==> config.mk <==
export PLATFORM = sky130hd
export DESIGN_NAME = seven_segment_number_shift_driver_unit_flat
export DESIGN_NICKNAME = d
export VERILOG_FILES = /design/src/sv/ssd_pkg.sv /design/src/sv/ssd_req_if.sv /design/src/sv/ssd_res_if.sv /design/src/sv/seven_segment_number_shift_driver_unit.sv /design/src/flat_wrapper.sv
export SDC_FILE = /design/constraint.sdc
export NUM_CORES = 1
export LEC_CHECK = 0
export BUFFER_PORTS_ARGS = -buffer_cell sky130_fd_sc_hd__buf_2
export CAP_MARGIN = 40
export CORE_ASPECT_RATIO = 1.75
export CORE_MARGIN = 2
export CORE_UTILIZATION = 25
export DETAILED_ROUTE_END_ITERATION = 8
export GPL_ROUTABILITY_DRIVEN = 0
export PLACE_DENSITY = 0.45
export RECOVER_POWER = 25
export SLEW_MARGIN = 20
export SYNTH_ARGS = -nofsm -noshare
export SYNTH_HDL_FRONTEND = slang
export SYNTH_SLANG_ARGS = --single-unit
==> constraint.sdc <==
create_clock -name clk -period 4.16 [get_ports clk]
set_clock_uncertainty 0.15 [all_clocks]
set_input_delay 0.208 -clock clk [delete_from_list [all_inputs] [get_ports clk]]
set_output_delay 0.208 -clock clk [all_outputs]
set_load 0.02 [all_outputs]
==> src/sv/ssd_pkg.sv <==
package ssd_pkg;

  // Display geometry
  localparam int unsigned DIGIT_COUNT = 3;
  localparam int unsigned SEG_WIDTH   = 8;
  localparam int unsigned SEND_BITS   = DIGIT_COUNT * SEG_WIDTH;
  localparam int unsigned CNT_WIDTH   = $clog2(SEND_BITS + 1);

  // Binary to BCD conversion: values 0..999 need ten bits and three BCD digits
  localparam int unsigned BIN_WIDTH  = 10;
  localparam int unsigned BCD_WIDTH  = 4 * DIGIT_COUNT;
  localparam int unsigned CONV_STEPS = BIN_WIDTH;

  localparam logic signed [15:0] NUMBER_MAX = 16'sd999;

  // Request codes
  localparam logic [2:0] REQ_SHOW_NUMBER = 3'd0;
  localparam logic [2:0] REQ_SHOW_BYTES  = 3'd1;
  localparam logic [2:0] REQ_SET_DIGIT   = 3'd2;
  localparam logic [2:0] REQ_READ_DIGIT  = 3'd3;
  localparam logic [2:0] REQ_REFRESH     = 3'd4;

  // Configuration register indexes
  localparam logic CFG_DP_OVERRIDE = 1'b0;
  localparam logic CFG_DP_BITS     = 1'b1;

  // Fixed messages, digit 0 first
  localparam logic [7:0] MSG_BIG_0 = 8'b0011_1110;
  localparam logic [7:0] MSG_BIG_1 = 8'b0110_0000;
  localparam logic [7:0] MSG_BIG_2 = 8'b1011_1100;
  localparam logic [7:0] MSG_NEG_0 = 8'b1110_1100;
  localparam logic [7:0] MSG_NEG_1 = 8'b1101_1110;
  localparam logic [7:0] MSG_NEG_2 = 8'b1111_0110;

  typedef enum logic [2:0] {
    ST_IDLE,
    ST_CONV,
    ST_LOAD,
    ST_SEND,
    ST_READ
  } state_t;

  // Segment code of one decimal digit, ABCDEFG in bits 7..1, dp clear
  function automatic logic [7:0] seg_code(input logic [3:0] digit);
    logic [7:0] code;
    case (digit)
      4'd0: code = 8'hFC;
      4'd1: code = 8'h60;
      4'd2: code = 8'hDA;
      4'd3: code = 8'hF2;
      4'd4: code = 8'h66;
      4'd5: code = 8'hB6;
      4'd6: code = 8'hBE;
      4'd7: code = 8'hE0;
      4'd8: code = 8'hFE;
      4'd9: code = 8'hF6;
      default: code = 8'h00;
    endcase
    return code;
  endfunction

endpackage

==> src/sv/ssd_req_if.sv <==
interface ssd_req_if;
  logic               valid;
  logic               ready;
  logic [2:0]         req_type;
  logic signed [15:0] number_value;
  logic [7:0]         byte_left;
  logic [7:0]         byte_mid;
  logic [7:0]         byte_right;
  logic [2:0]         digit_pos;

  modport source (
    output valid, req_type, number_value, byte_left, byte_mid, byte_right, digit_pos,
    input  ready
  );
  modport sink (
    input  valid, req_type, number_value, byte_left, byte_mid, byte_right, digit_pos,
    output ready
  );
endinterface

==> src/sv/ssd_res_if.sv <==
interface ssd_res_if;
  logic       valid;
  logic       ready;
  logic       serial_bit;
  logic       is_read;
  logic [7:0] read_byte;
  logic       last;

  modport source (
    output valid, serial_bit, is_read, read_byte, last,
    input  ready
  );
  modport sink (
    input  valid, serial_bit, is_read, read_byte, last,
    output ready
  );
endinterface

==> src/sv/seven_segment_number_shift_driver_unit.sv <==
// Three-digit seven-segment driver feeding a chained shift register.
// Channels: req (sink) takes one request per transaction; res (source) gives
// one result per transaction, each carrying one shift-clock data bit, or the
// read data of a read-digit request. cfg_we/cfg_index/cfg_data write the
// decimal-point override registers; write them only while the block is idle.
// Request sequences:
//   show bytes, set digit, refresh: a load, then 24 results, one bit a
//     cycle from the output shift register while the receiver is ready.
//   show number in 0..999: bit-serial binary to BCD conversion first,
//     then the load and the 24 results.
//   read digit: one result. Unused codes and set digit at an
//     invalid position are dropped with no result.
// The 24-bit output shift register sets the rate, one bit per unstalled cycle.
// Reset clears the stored digits, the decimal-point override registers, the
// sequencer and the result valid flag. When the receiver stalls, the current
// result holds in the result register and the shift sequence pauses; a new
// request is accepted while the final result of the previous one still waits.
module seven_segment_number_shift_driver_unit
  import ssd_pkg::*;
(
  input  logic       clk,
  input  logic       rst,
  ssd_req_if.sink    req,
  ssd_res_if.source  res,
  input  logic       cfg_we,
  input  logic       cfg_index,
  input  logic [2:0] cfg_data
);

  state_t state, state_next;

  logic [7:0]             digit_store [DIGIT_COUNT];
  logic                   dp_override;
  logic [DIGIT_COUNT-1:0] dp_bits;

  logic [SEND_BITS-1:0]   shift_reg;
  logic [CNT_WIDTH-1:0]   cnt;
  logic [BIN_WIDTH-1:0]   bin_reg;
  logic [BCD_WIDTH-1:0]   bcd_reg;
  logic [7:0]             rd_byte;

  logic                   out_valid;
  logic                   out_serial;
  logic                   out_is_read;
  logic [7:0]             out_read_byte;
  logic                   out_last;

  logic                   out_free;
  logic                   out_load;
  logic                   req_fire;
  logic                   pos_valid;
  logic                   num_big;
  logic                   num_neg;
  logic                   conv_done;
  logic                   send_done;
  logic [BCD_WIDTH-1:0]   bcd_adj;
  logic [BCD_WIDTH-1:0]   bcd_next;
  logic [SEND_BITS-1:0]   load_word;

  assign out_free  = !out_valid || res.ready;
  assign req_fire  = req.valid && req.ready;
  assign pos_valid = req.digit_pos < 3'(DIGIT_COUNT);
  assign num_big   = req.number_value > NUMBER_MAX;
  assign num_neg   = req.number_value < 16'sd0;
  assign conv_done = cnt == CNT_WIDTH'(CONV_STEPS - 1);
  assign send_done = cnt == CNT_WIDTH'(SEND_BITS - 1);

  // Double dabble step: adjust each BCD digit, then shift in the next binary bit
  always_comb begin
    for (int i = 0; i < DIGIT_COUNT; i++) begin
      bcd_adj[4*i +: 4] = (bcd_reg[4*i +: 4] >= 4'd5) ? bcd_reg[4*i +: 4] + 4'd3
                                                      : bcd_reg[4*i +: 4];
    end
    bcd_next = {bcd_adj[BCD_WIDTH-2:0], bin_reg[BIN_WIDTH-1]};
  end

  // Build the send word: digit 2 in the low byte so it leaves first, LSB first
  always_comb begin
    for (int d = 0; d < DIGIT_COUNT; d++) begin
      load_word[(DIGIT_COUNT-1-d)*SEG_WIDTH +: SEG_WIDTH] =
        {digit_store[d][7:1], dp_override ? dp_bits[d] : digit_store[d][0]};
    end
  end

  // Next state
  always_comb begin
    state_next = state;
    case (state)
      ST_IDLE: begin
        if (req.valid) begin
          case (req.req_type)
            REQ_SHOW_NUMBER: state_next = (num_big || num_neg) ? ST_LOAD : ST_CONV;
            REQ_SHOW_BYTES:  state_next = ST_LOAD;
            REQ_SET_DIGIT:   state_next = pos_valid ? ST_LOAD : ST_IDLE;
            REQ_READ_DIGIT:  state_next = ST_READ;
            REQ_REFRESH:     state_next = ST_LOAD;
            default:         state_next = ST_IDLE;
          endcase
        end
      end
      ST_CONV: begin
        if (conv_done) state_next = ST_LOAD;
      end
      ST_LOAD: state_next = ST_SEND;
      ST_SEND: begin
        if (out_free && send_done) state_next = ST_IDLE;
      end
      ST_READ: begin
        if (out_free) state_next = ST_IDLE;
      end
      default: state_next = ST_IDLE;
    endcase
  end

  // Handshake and result register control
  always_comb begin
    req.ready = state == ST_IDLE;
    out_load  = (state == ST_SEND || state == ST_READ) && out_free;
  end

  always_ff @(posedge clk) begin
    if (rst) begin
      state <= ST_IDLE;
    end else begin
      state <= state_next;
    end
  end

  // Configuration registers
  always_ff @(posedge clk) begin
    if (rst) begin
      dp_override <= 1'b0;
      dp_bits     <= '0;
    end else if (cfg_we) begin
      case (cfg_index)
        CFG_DP_OVERRIDE: dp_override <= cfg_data[0];
        CFG_DP_BITS:     dp_bits     <= cfg_data[DIGIT_COUNT-1:0];
        default:         dp_override <= dp_override;
      endcase
    end
  end

  // Digit store: written on accepted requests and at the end of a conversion
  always_ff @(posedge clk) begin
    if (rst) begin
      for (int d = 0; d < DIGIT_COUNT; d++) digit_store[d] <= '0;
    end else if (req_fire) begin
      case (req.req_type)
        REQ_SHOW_NUMBER: begin
          if (num_big) begin
            digit_store[0] <= MSG_BIG_0;
            digit_store[1] <= MSG_BIG_1;
            digit_store[2] <= MSG_BIG_2;
          end else if (num_neg) begin
            digit_store[0] <= MSG_NEG_0;
            digit_store[1] <= MSG_NEG_1;
            digit_store[2] <= MSG_NEG_2;
          end
        end
        REQ_SHOW_BYTES: begin
          digit_store[0] <= req.byte_left;
          digit_store[1] <= req.byte_mid;
          digit_store[2] <= req.byte_right;
        end
        REQ_SET_DIGIT: begin
          if (pos_valid) digit_store[req.digit_pos[1:0]] <= req.byte_left;
        end
        default: digit_store[0] <= digit_store[0];
      endcase
    end else if (state == ST_CONV && conv_done) begin
      // Hundreds go to the leftmost digit
      for (int d = 0; d < DIGIT_COUNT; d++) begin
        digit_store[d] <= seg_code(bcd_next[4*(DIGIT_COUNT-1-d) +: 4]);
      end
    end
  end

  // Conversion, shift and count datapath
  always_ff @(posedge clk) begin
    case (state)
      ST_IDLE: begin
        cnt     <= '0;
        bin_reg <= req.number_value[BIN_WIDTH-1:0];
        bcd_reg <= '0;
        rd_byte <= pos_valid ? digit_store[req.digit_pos[1:0]] : 8'h00;
      end
      ST_CONV: begin
        bcd_reg <= bcd_next;
        bin_reg <= {bin_reg[BIN_WIDTH-2:0], 1'b0};
        cnt     <= cnt + CNT_WIDTH'(1);
      end
      ST_LOAD: begin
        shift_reg <= load_word;
        cnt       <= '0;
      end
      ST_SEND: begin
        if (out_free) begin
          shift_reg <= {1'b0, shift_reg[SEND_BITS-1:1]};
          cnt       <= cnt + CNT_WIDTH'(1);
        end
      end
      default: cnt <= cnt;
    endcase
  end

  // Result register: hold while stalled, load when free
  always_ff @(posedge clk) begin
    if (rst) begin
      out_valid <= 1'b0;
    end else if (out_load) begin
      out_valid <= 1'b1;
    end else if (res.ready) begin
      out_valid <= 1'b0;
    end
  end

  always_ff @(posedge clk) begin
    if (out_load) begin
      if (state == ST_READ) begin
        out_serial    <= 1'b0;
        out_is_read   <= 1'b1;
        out_read_byte <= rd_byte;
        out_last      <= 1'b1;
      end else begin
        out_serial    <= shift_reg[0];
        out_is_read   <= 1'b0;
        out_read_byte <= 8'h00;
        out_last      <= send_done;
      end
    end
  end

  assign res.valid      = out_valid;
  assign res.serial_bit = out_serial;
  assign res.is_read    = out_is_read;
  assign res.read_byte  = out_read_byte;
  assign res.last       = out_last;

endmodule
==> src/flat_wrapper.sv <==
// flat-port wrapper written by rule: the top's interface ports become plain ports
module seven_segment_number_shift_driver_unit_flat import ssd_pkg::*;
  (clk, rst, cfg_we, cfg_index, cfg_data, req_valid, req_req_type, req_number_value, req_byte_left, req_byte_mid, req_byte_right, req_digit_pos, req_ready, res_valid, res_serial_bit, res_is_read, res_read_byte, res_last, res_ready);
  ssd_req_if req_i ();
  ssd_res_if res_i ();
  input  logic clk;
  input  logic rst;
  input  logic cfg_we;
  input  logic cfg_index;
  input  logic [2:0] cfg_data;
  input wire logic [$bits(req_i.valid)-1:0] req_valid;
  input wire logic [$bits(req_i.req_type)-1:0] req_req_type;
  input wire logic [$bits(req_i.number_value)-1:0] req_number_value;
  input wire logic [$bits(req_i.byte_left)-1:0] req_byte_left;
  input wire logic [$bits(req_i.byte_mid)-1:0] req_byte_mid;
  input wire logic [$bits(req_i.byte_right)-1:0] req_byte_right;
  input wire logic [$bits(req_i.digit_pos)-1:0] req_digit_pos;
  output wire logic [$bits(req_i.ready)-1:0] req_ready;
  output wire logic [$bits(res_i.valid)-1:0] res_valid;
  output wire logic [$bits(res_i.serial_bit)-1:0] res_serial_bit;
  output wire logic [$bits(res_i.is_read)-1:0] res_is_read;
  output wire logic [$bits(res_i.read_byte)-1:0] res_read_byte;
  output wire logic [$bits(res_i.last)-1:0] res_last;
  input wire logic [$bits(res_i.ready)-1:0] res_ready;
  assign req_i.valid = req_valid;
  assign req_i.req_type = req_req_type;
  assign req_i.number_value = req_number_value;
  assign req_i.byte_left = req_byte_left;
  assign req_i.byte_mid = req_byte_mid;
  assign req_i.byte_right = req_byte_right;
  assign req_i.digit_pos = req_digit_pos;
  assign req_ready = req_i.ready;
  assign res_valid = res_i.valid;
  assign res_serial_bit = res_i.serial_bit;
  assign res_is_read = res_i.is_read;
  assign res_read_byte = res_i.read_byte;
  assign res_last = res_i.last;
  assign res_i.ready = res_ready;
  seven_segment_number_shift_driver_unit u_core (.clk(clk), .rst(rst), .req(req_i), .res(res_i), .cfg_we(cfg_we), .cfg_index(cfg_index), .cfg_data(cfg_data));
endmodule
# --- After elaboration in Yosys (flattened, before gate mapping) ---
# Memories as Yosys holds them, arrays and structs flattened. A register that Yosys moved wholly into a read port is not among the register bits.
# Cells that the tools add are included.
op_classes:
  order_cmp: 6
  muxes: 78
  n_reduce_logical: 24
  n_bitwise: 14
  n_eq_ne: 15
  n_addsub: 4
ops:
  columns: ["cell", "count"]
  rows:
  - ["$mux 8", 23]
  - ["$pmux 24 s2", 1]
  - ["$mux 1", 37]
  - ["$mux 24", 1]
  - ["$pmux 12 s2", 1]
  - ["$pmux 10 s2", 1]
  - ["$gt 16x11->1 const B", 1]
  - ["$lt 16x1->1 const B", 1]
  - ["$mux 3", 5]
  - ["$pmux 3 s5", 1]
  - ["$pmux 5 s3", 1]
  - ["$or 1x1->1", 13]
  - ["$eq 3x2->1 const B", 4]
  - ["$ge 4x3->1 const B", 3]
  - ["$pmux 3 s4", 1]
  - ["$add 4x2->4 const B", 2]
  - ["$mux 4", 2]
  - ["$ne 2x1->1 const B", 4]
  - ["$reduce_and 2->1", 4]
  - ["$reduce_or 8->1", 1]
  - ["$eq 3x1->1 const B", 2]
  - ["$eq 3x3->1 const B", 2]
  - ["$logic_not 3->1", 2]
  - ["$mux 2", 3]
  - ["16 further kinds", 25]
totals:
  memories: 4
  register_bits: 70
  ram_bits: 24
  romBits: 336
mem_list:
  columns: ["name", "depth", "word_bits", "read_ports", "rd_ports_with_merged_regs", "wr", "line", "text"]
  rows:
  - ["(no name shown)", 16, 7, 1, 0, 0, "ssd_pkg.sv:46", "case (digit)"]
  - ["(no name shown)", 16, 7, 1, 0, 0, "ssd_pkg.sv:46", null]
  - ["(no name shown)", 16, 7, 1, 0, 0, "ssd_pkg.sv:46", null]
  - ["u_core.digit_store", 3, 8, 4, 1, 3, "seven_segment_number_shift_driver_unit.sv:32", "logic [7:0] digit_store [DIGIT_COUNT];"]

# --- Longest topological paths before layout ---
# Gate-level depths: netlist of the first run.
depth:
  depth_word: 12
  ltp_mapped: 11
  depth_no_buf: 11

# --- Least setup slack after synthesis of the first run ---
# OpenSTA, ideal clock, no wires.
synth_timing:
  path_type: "reg-to-reg"
  start: "register u_core.state[2]"
  end: "memory u_core.digit_store[0][0], enable pin"
  path_slack_ps: 1163
  required_ps: 3612
  path_stages_with_launch: 7
  setup_time_ps: 398
  period_less_slack_ps: 2997
  arrival_ps: 2449
  cell_sequence: "dfxtp_1 > or3_4 > inv_2 > nand3b_1 > buf_2 > clkbuf_1 > o41ai_1"
synth_rtl:
  columns: ["item", "line", "text"]
  rows:
  - ["start: declaration", "seven_segment_number_shift_driver_unit.sv:30", "state_t state, state_next;"]
  - ["start signal: assignment", "seven_segment_number_shift_driver_unit.sv:125", "state <= state_next;"]
  - ["end: declaration", "seven_segment_number_shift_driver_unit.sv:32", null]

==> key figures, run 1 <==
Place
  – Port-buffer cells: 67
  – Detailed placement HPWL: 13630 um
  – Pre-CTS setup slack: approximately 1.2 ns
  – Placed instance area: 0.006565 mm2

Critical path
  – CP Cell Sequence: inv_1 > ha_1 > and2b_1 > o21ai_0 > nor2_1 > inv_1 > ha_1 > or4_1 > a31oi_1 > a2111o_1
  – Worst reg-to-reg path cell count: 10
  – Crit path kind: register to register
  – R2r startpoint: u_core.bcd_reg[0]
  – Max stage delay on crit path: 0.51 ns
  – CP Capture Type: register
  – Crit Reg-Reg Endpoint: u_core.digit_store[2][7]
  – Slowest CP cell: or4_1
  – Crit path to: u_core.digit_store[2][7]
  – Max Fanout on Critical Path: 7
  – Worst Setup SP: u_core.bcd_reg[0]
  – CP Data Arrival Time: about 3 ns
  – Reg2Reg Setup Slack: approximately 1.2 ns
  – Critical Path Start Type: register
  – WP data required: approximately 4.2 ns

Clock tree
  – Post-CTS Setup Inserts: 0
  – CTS tree: yes
  – CTS sink count: 102
  – Clock tree buffer depth: 2
  – Post_cts resized: 0
  – CTS Hold Bufs: 13
  – H-Tree Level Count: 3
  – TritonCTS Buffers: 9
  – Clk pin slew, worst setup/hold paths: roughly 0.08 ns
  – Skew-Pair Late Insertion Delay: ~0.36 ns
  – CTS root buffer: clkbuf_16

Yosys
  – Ys Warns: 0
  – Commonest cells in the netlist: 129 x nand2_1, 94 x edfxtp_1, 50 x nor2_1
  – Synth Instances: around 600
  – Post-Synth Adder-Cell Area: 0.05512
  – Most frequent cell after synthesis: nand2_1
  – Largest family of logic cells by synthesized area: simple AND/OR/NAND/NOR gates
  – Post-Syn Nets: roughly 670
  – Fraction of registers with async set/reset: 0
  – Syn avg cell area: 9.953 um2
  – Simple logic cell fraction of the synthesized area: 0.2114
  – Register bit count reported by yosys: about 100
  – Yosys top cell by area: edfxtp_1
  – Post-synthesis cell type count: 69
  – EDFF count, synth: 94
  – Multiplexer share of the synthesized area: 0.02756
  – Post-Synth XOR/XNOR Area: 0.007420
  – Top cell type's share of synthesized area: 0.4783
  – Primary FF master, synth: edfxtp_1
  – Top post-synthesis cells by area: edfxtp_1 48%, nand2_1 8.2%, ha_1 5.5%
  – Netlist Area Pre-Place: 0.005902 mm2
  – Sequential area share after synthesis: 0.5054
  – Synth Area in Compound Gates: 0.1590

Timing
  – Setup_tns: 0 ns
  – Max Freq: between 300 and 400 MHz
  – # setup viols final: 0
  – Slew headroom: 0.1165
  – Slew at the pin with the worst max-slew slack: approximately 1.3 ns
  – Minimum clock period: just under 3 ns
  – Hold Vio Cnt, Final: 0
  – RSZ-0062 raised after global routing: false
  – Final worst-path cycle share: 0.7146
  – Fin worst setup slack: 1.187 ns
  – Slew Viols, Final: 0

Power and ir drop
  – Total Power: ~2.8 mW
  – Pleak: between 2 and 3 nW
  – PD cells: 407.8 mW/mm2
  – Max rail drop VDD: roughly 0.00016 V

Floorplan
  – Die area: ~0.025 mm2
  – Die Y: between 200 and 250 um
  – Top-level port count: just under 70
  – Effective utilization at floorplan: 0.2540
  – Die X-Extent: between 100 and 150 um
  – Area of the core: about 0.023 mm2
  – Row cnt: 74

Worst hold path
  – Min-Delay Path Depth: 3
  – Type of the tightest min-delay check: primary input to register

Global route
  – M3 GR Usage: 0.01813
  – Vias in the first global route: just under 5000
  – First-pass GRT wire length: around 26000 um
  – Largest net degree at the start of global routing: 29
  – GRT Util Overall: 0.1383
  – Initial antenna violation count: 0
  – Global routing's busiest layer: met2
  – Met1 Use GR: 0.1382
  – GRT overflow: 0
  – Met2 usage: 0.2737

Finish
  – Antenna fix cells: 0
  – Final #Nets: 745
  – Synth-to-Final Area Change: 18.13%
  – Layout cells sized above 1: 0.1465
  – Final instance area: roughly 0.007 mm2

Run
  – Max-cap violations: 0

Drt
  – Initial drt markers: ~150
  – WL final: 16820 um
  – DRC: 0
  – WL per Instance: approximately 17 um
  – DRT Pass-1 Iters: 5
  – Via Count: approximately 4700
  – Final antenna-violating net count: 0
  – Mean number of vias per cell: 4.799

Outcome
  – Status: finished, final reports clean
## worst max-delay path: cells and delay by family, from the launching register on
family          cells  cell delay (ns)
compound gates      3             0.49
fa+ha+maj           2             0.45
buf+inv             2             0.24
flops               1             0.49
simple gates        3             1.01
## cells in the final DEF, fill, tap and decap left out, types with 3 or more instances in the layout
cell type and n:
a2111o_1 4, a211oi_1 7, a21o_1 4, a21oi_1 30, a221o_1 3, a22oi_1 5, a31oi_1 11, and2_1 11
and3_1 6, buf_2 53, buf_4 6, clkbuf_1 16, clkbuf_16 9, dfxtp_1 8, dlygate4sd3_1 13, edfxtp_1 94
ha_1 26, inv_1 17, mux2i_1 14, nand2_1 129, nand2b_1 7, nand3_1 9, nand4_1 3, nor2_1 50
nor2b_1 8, nor3_1 9, nor3b_1 4, o211ai_1 9, o21a_1 4, o21ai_0 20, o221ai_1 5, o22a_1 3
o22ai_1 5, o2bb2ai_1 3, or2_2 3, or4_1 3, xnor2_1 3
## metal layers
layer,share of wire,up-vias,routed length (um)
li1,-,2297,-
met1,0.36,2263,6137
met2,0.58,86,9794
met3,0.024,23,409
met4,0.029,0,482
met5,0,-,0
## cell type report
| class | count | area (um2) |
|---|---|---|
| fillers | 2401 | 16270 |
| flip-flops and latches | 102 | 2983 |
| multi-input cells | 444 | 2721 |
| repair buffers | 89 | 515.5 |
| well taps | 304 | 380.4 |
| clock buffers | 9 | 225.2 |
| clock inverters | 7 | 78.83 |
| inverters | 18 | 67.56 |
## how the worst min path moves through the flow
| stage | startpoint | to | slack, ns |
|---|---|---|---|
| after floorplan | cfg_data[0] | u_core.dp_override | 0.21 |
| after global placement | u_core.dp_bits[2] | u_core.dp_bits[2] | 0.31 |
| after detailed placement | u_core.dp_bits[2] | u_core.dp_bits[2] | 0.31 |
| after CTS | req_number_value[9] | u_core.bin_reg[9] | 0.002 |
| after global routing | cfg_we | u_core.dp_bits[0] | 0.01 |
| final | req_number_value[9] | u_core.bin_reg[9] | 0.006 |
## stage by stage
step | hold WS [ns] | util | cells
after floorplan | 0.2052 | - | 593
after global placement | 0.3077 | 0.2815 | 942
after detailed placement | 0.3131 | 0.2825 | 944
after CTS | 0.001757 | 0.3012 | 973
after global routing | 0.01226 | 0.3000 | 973
final | 0.005564 | 0.3000 | 973
## where the power goes
| group | total (mW) | switching, mW | internal (mW) |
|---|---|---|---|
| combinational | 0.627 | 0.390 | 0.237 |
| sequential | 1.33 | 0.0766 | 1.26 |
| clock | 0.883 | 0.409 | 0.475 |
| total | 2.84 | 0.875 | 1.97 |
## cells by family after synthesis
logic type	after synthesis
flip-flops	102
multiplexers	16
XOR/XNOR	5
AO/OA/AOI/OAI	135
adder cells (fa/ha/maj)	26
buffers and inverters	47
AND/OR/NAND/NOR	262
Note: power is estimated with default switching activity, not from simulation.
==> run 2: changes to the inputs <==
--- a/config.mk
+++ b/config.mk
@@ -12,7 +12,7 @@
 export CORE_UTILIZATION = 25
 export DETAILED_ROUTE_END_ITERATION = 8
 export GPL_ROUTABILITY_DRIVEN = 0
-export PLACE_DENSITY = 0.45
+export PLACE_DENSITY = 0.46
 export RECOVER_POWER = 25
 export SLEW_MARGIN = 20
 export SYNTH_ARGS = -nofsm -noshare
==> constraint.sdc (replaced) <==
create_clock -name clk -period 2.5 [get_ports clk]
set_clock_uncertainty 0.15 [all_clocks]
set_input_delay 0.125 -clock clk [delete_from_list [all_inputs] [get_ports clk]]
set_output_delay 0.125 -clock clk [all_outputs]
set_load 0.02 [all_outputs]
==> key figures, run 2 (synthesis gave the netlist of run 1 again) <==
Critical path
  – Worst reg-to-reg path cell count: 10
  – Max Fanout on Critical Path: 4
  – Crit path to: u_core.digit_store[2][7]
  – Crit path kind: register to register
  – WP data required: between 2 and 3 ns
  – Reg2Reg Setup Slack: ~0.032 ns
  – Crit Reg-Reg Endpoint: u_core.digit_store[2][7]
  – R2r startpoint: u_core.bcd_reg[0]
  – Critical Path Start Type: register
  – Worst Setup SP: u_core.bcd_reg[0]
  – CP Capture Type: register
  – CP Data Arrival Time: 2.54 ns

Timing
  – Minimum clock period: roughly 2.5 ns
  – RSZ-0062 raised after global routing: true
  – Fin worst setup slack: between 0.03 and 0.04 ns
  – Final hold slack: about 0.012 ns
  – # setup viols final: 0
  – Hold Vio Cnt, Final: 0
  – Final worst-path cycle share: 0.9873
  – Slew at the pin with the worst max-slew slack: roughly 0.68 ns
  – Slew headroom: 0.5440
  – Slew Viols, Final: 0
  – Setup_tns: 0 ns
  – Max Freq: between 400 and 500 MHz

Power and ir drop
  – Comb pwr share: 0.285
  – Clock Power Share: 0.275
  – Pleak: 3.006 nW
  – PD cells: 651.2 mW/mm2
  – Sw Ratio: 0.3198
  – Pint: about 3.4 mW
  – Reg power frac: 0.440
  – P_sw: approximately 1.6 mW
  – Total Power: between 5 and 6 mW
  – Max rail drop VDD: about 0.00027 V

Place
  – Placed instance area: ~0.007 mm2
  – Pre-CTS setup slack: -0.08743 ns
  – Port-buffer cells: 67
  – Detailed placement HPWL: 13920 um
  – Placed Cells: 981

Finish
  – Layout cells sized above 1: 0.2479
  – Post-route non-filler standard cell count: 1034
  – Final #Nets: slightly above 800
  – Commonest non-fill, non-tap cell in the layout: nand2_1
  – Most frequent cells in the layout: 129 x nand2_1, 94 x edfxtp_1, 54 x buf_2
  – Synth-to-Final Area Change: 30.10%
  – Final instance area: about 0.0077 mm2
  – Fin util: 0.3304
  – Antenna fix cells: 0

Run
  – Max-cap violations: 0

Global route
  – GRT overflow: 0
  – First-pass GRT wire length: 26920 um
  – Vias in the first global route: around 5000
  – Initial antenna violation count: 0
  – GRT Util Overall: 0.1417
  – Largest net degree at the start of global routing: 27

Outcome
  – Status: finished, final reports clean

Clock tree
  – Clock tree buffer depth: 2
  – Skew-Pair Late Insertion Delay: 0.35 ns
  – CTS root buffer: clkbuf_16
  – Clk pin slew, worst setup/hold paths: about 0.070 ns
  – CTS tree: yes
  – TritonCTS Buffers: 9
  – CTS sink count: a little over 100
  – H-Tree Level Count: 3

Drt
  – WL final: 17760 um
  – DRC: 0
  – Initial drt markers: roughly 190
  – Mean number of vias per cell: around 4.8
  – Final antenna-violating net count: 0
  – DRT Pass-1 Iters: 5
  – Via Count: 4980
  – WL per Instance: approximately 17 um

Worst hold path
  – Type of the tightest min-delay check: primary input to register

Floorplan
  – Top-level port count: 68
  – Die X-Extent: between 100 and 150 um
  – Die area: roughly 0.025 mm2
  – Die Y: 207.3 um
  – Effective utilization at floorplan: 0.2540
  – Row cnt: 74
  – Area of the core: approximately 0.023 mm2
run 2: changes by cell type in the layout (fill, tap and decap cells not counted), moves of 4 or more:
cell           delta
ha_1              -8
buf_4            +43
o21ai_0           -6
dlygate4sd3_1    +16
inv_2             +6
a21oi_1           -4
o21ai_1           +4
a21oi_2           +4
inv_1             -6
ha_4              +5
run 2: final cells by class:
cell class,instances,area [um2]
fillers,2407,15560
flip-flops and latches,102,2983
multi-input cells,444,2962
repair buffers,150,1005
well taps,304,380.4
clock buffers,9,225.2
inverters,18,67.56
clock inverters,7,56.30
run 2: power groups by stage:
stage          sequential [mW]  combinational (mW)  clock, mW
3_5_place_dp              2.23                1.23          0
3_3_place_gp              2.22                1.21          0
4_1_cts                   2.19                1.32       1.42
5_1_grt                   2.22                1.56       1.48
2_1_floorplan             2.19               0.790          0
6_report                  2.20                1.42       1.38
run 2: worst min path at each step:
stage,start,depth (start not counted),slack (ns),end
after floorplan,cfg_data[0],2,0.12,u_core.dp_override
after global placement,cfg_data[0],3,0.23,u_core.dp_override
after detailed placement,cfg_data[1],3,0.24,u_core.dp_bits[1]
after CTS,req_byte_left[6],2,0.005,u_core.digit_store[2][6]
after global routing,req_byte_left[4],2,0.01,u_core.digit_store[2][4]
final,req_byte_left[7],2,0.01,u_core.digit_store[2][7]
run 2: per-layer routing:
layer  track usage  up-vias  wire length, um
met5             0        -                0
met4       0.09047        0              989
met3       0.01813       41              443
met2        0.2672      127             9751
met1        0.1427     2385             6577
li1              -     2427                -
run 2: timing repair:
action                                  4_1_cts  5_1_grt
gates resized for setup                      19       30
pin swaps                                     9       20
setup buffers                                 1        7
endpoints found under the setup margin        8       19
endpoints found under the hold margin        22        0
hold buffers                                 29        0
run 2: critical path: stages (launching register included):
cell and delay (ns):
edfxtp_1 0.47, inv_2 0.11, ha_4 0.15, and2b_2 0.23, o21ai_4 0.09, nor2_4 0.17
inv_2 0.09, ha_2 0.17, or4_1 0.40, a31oi_1 0.20, a2111o_1 0.13
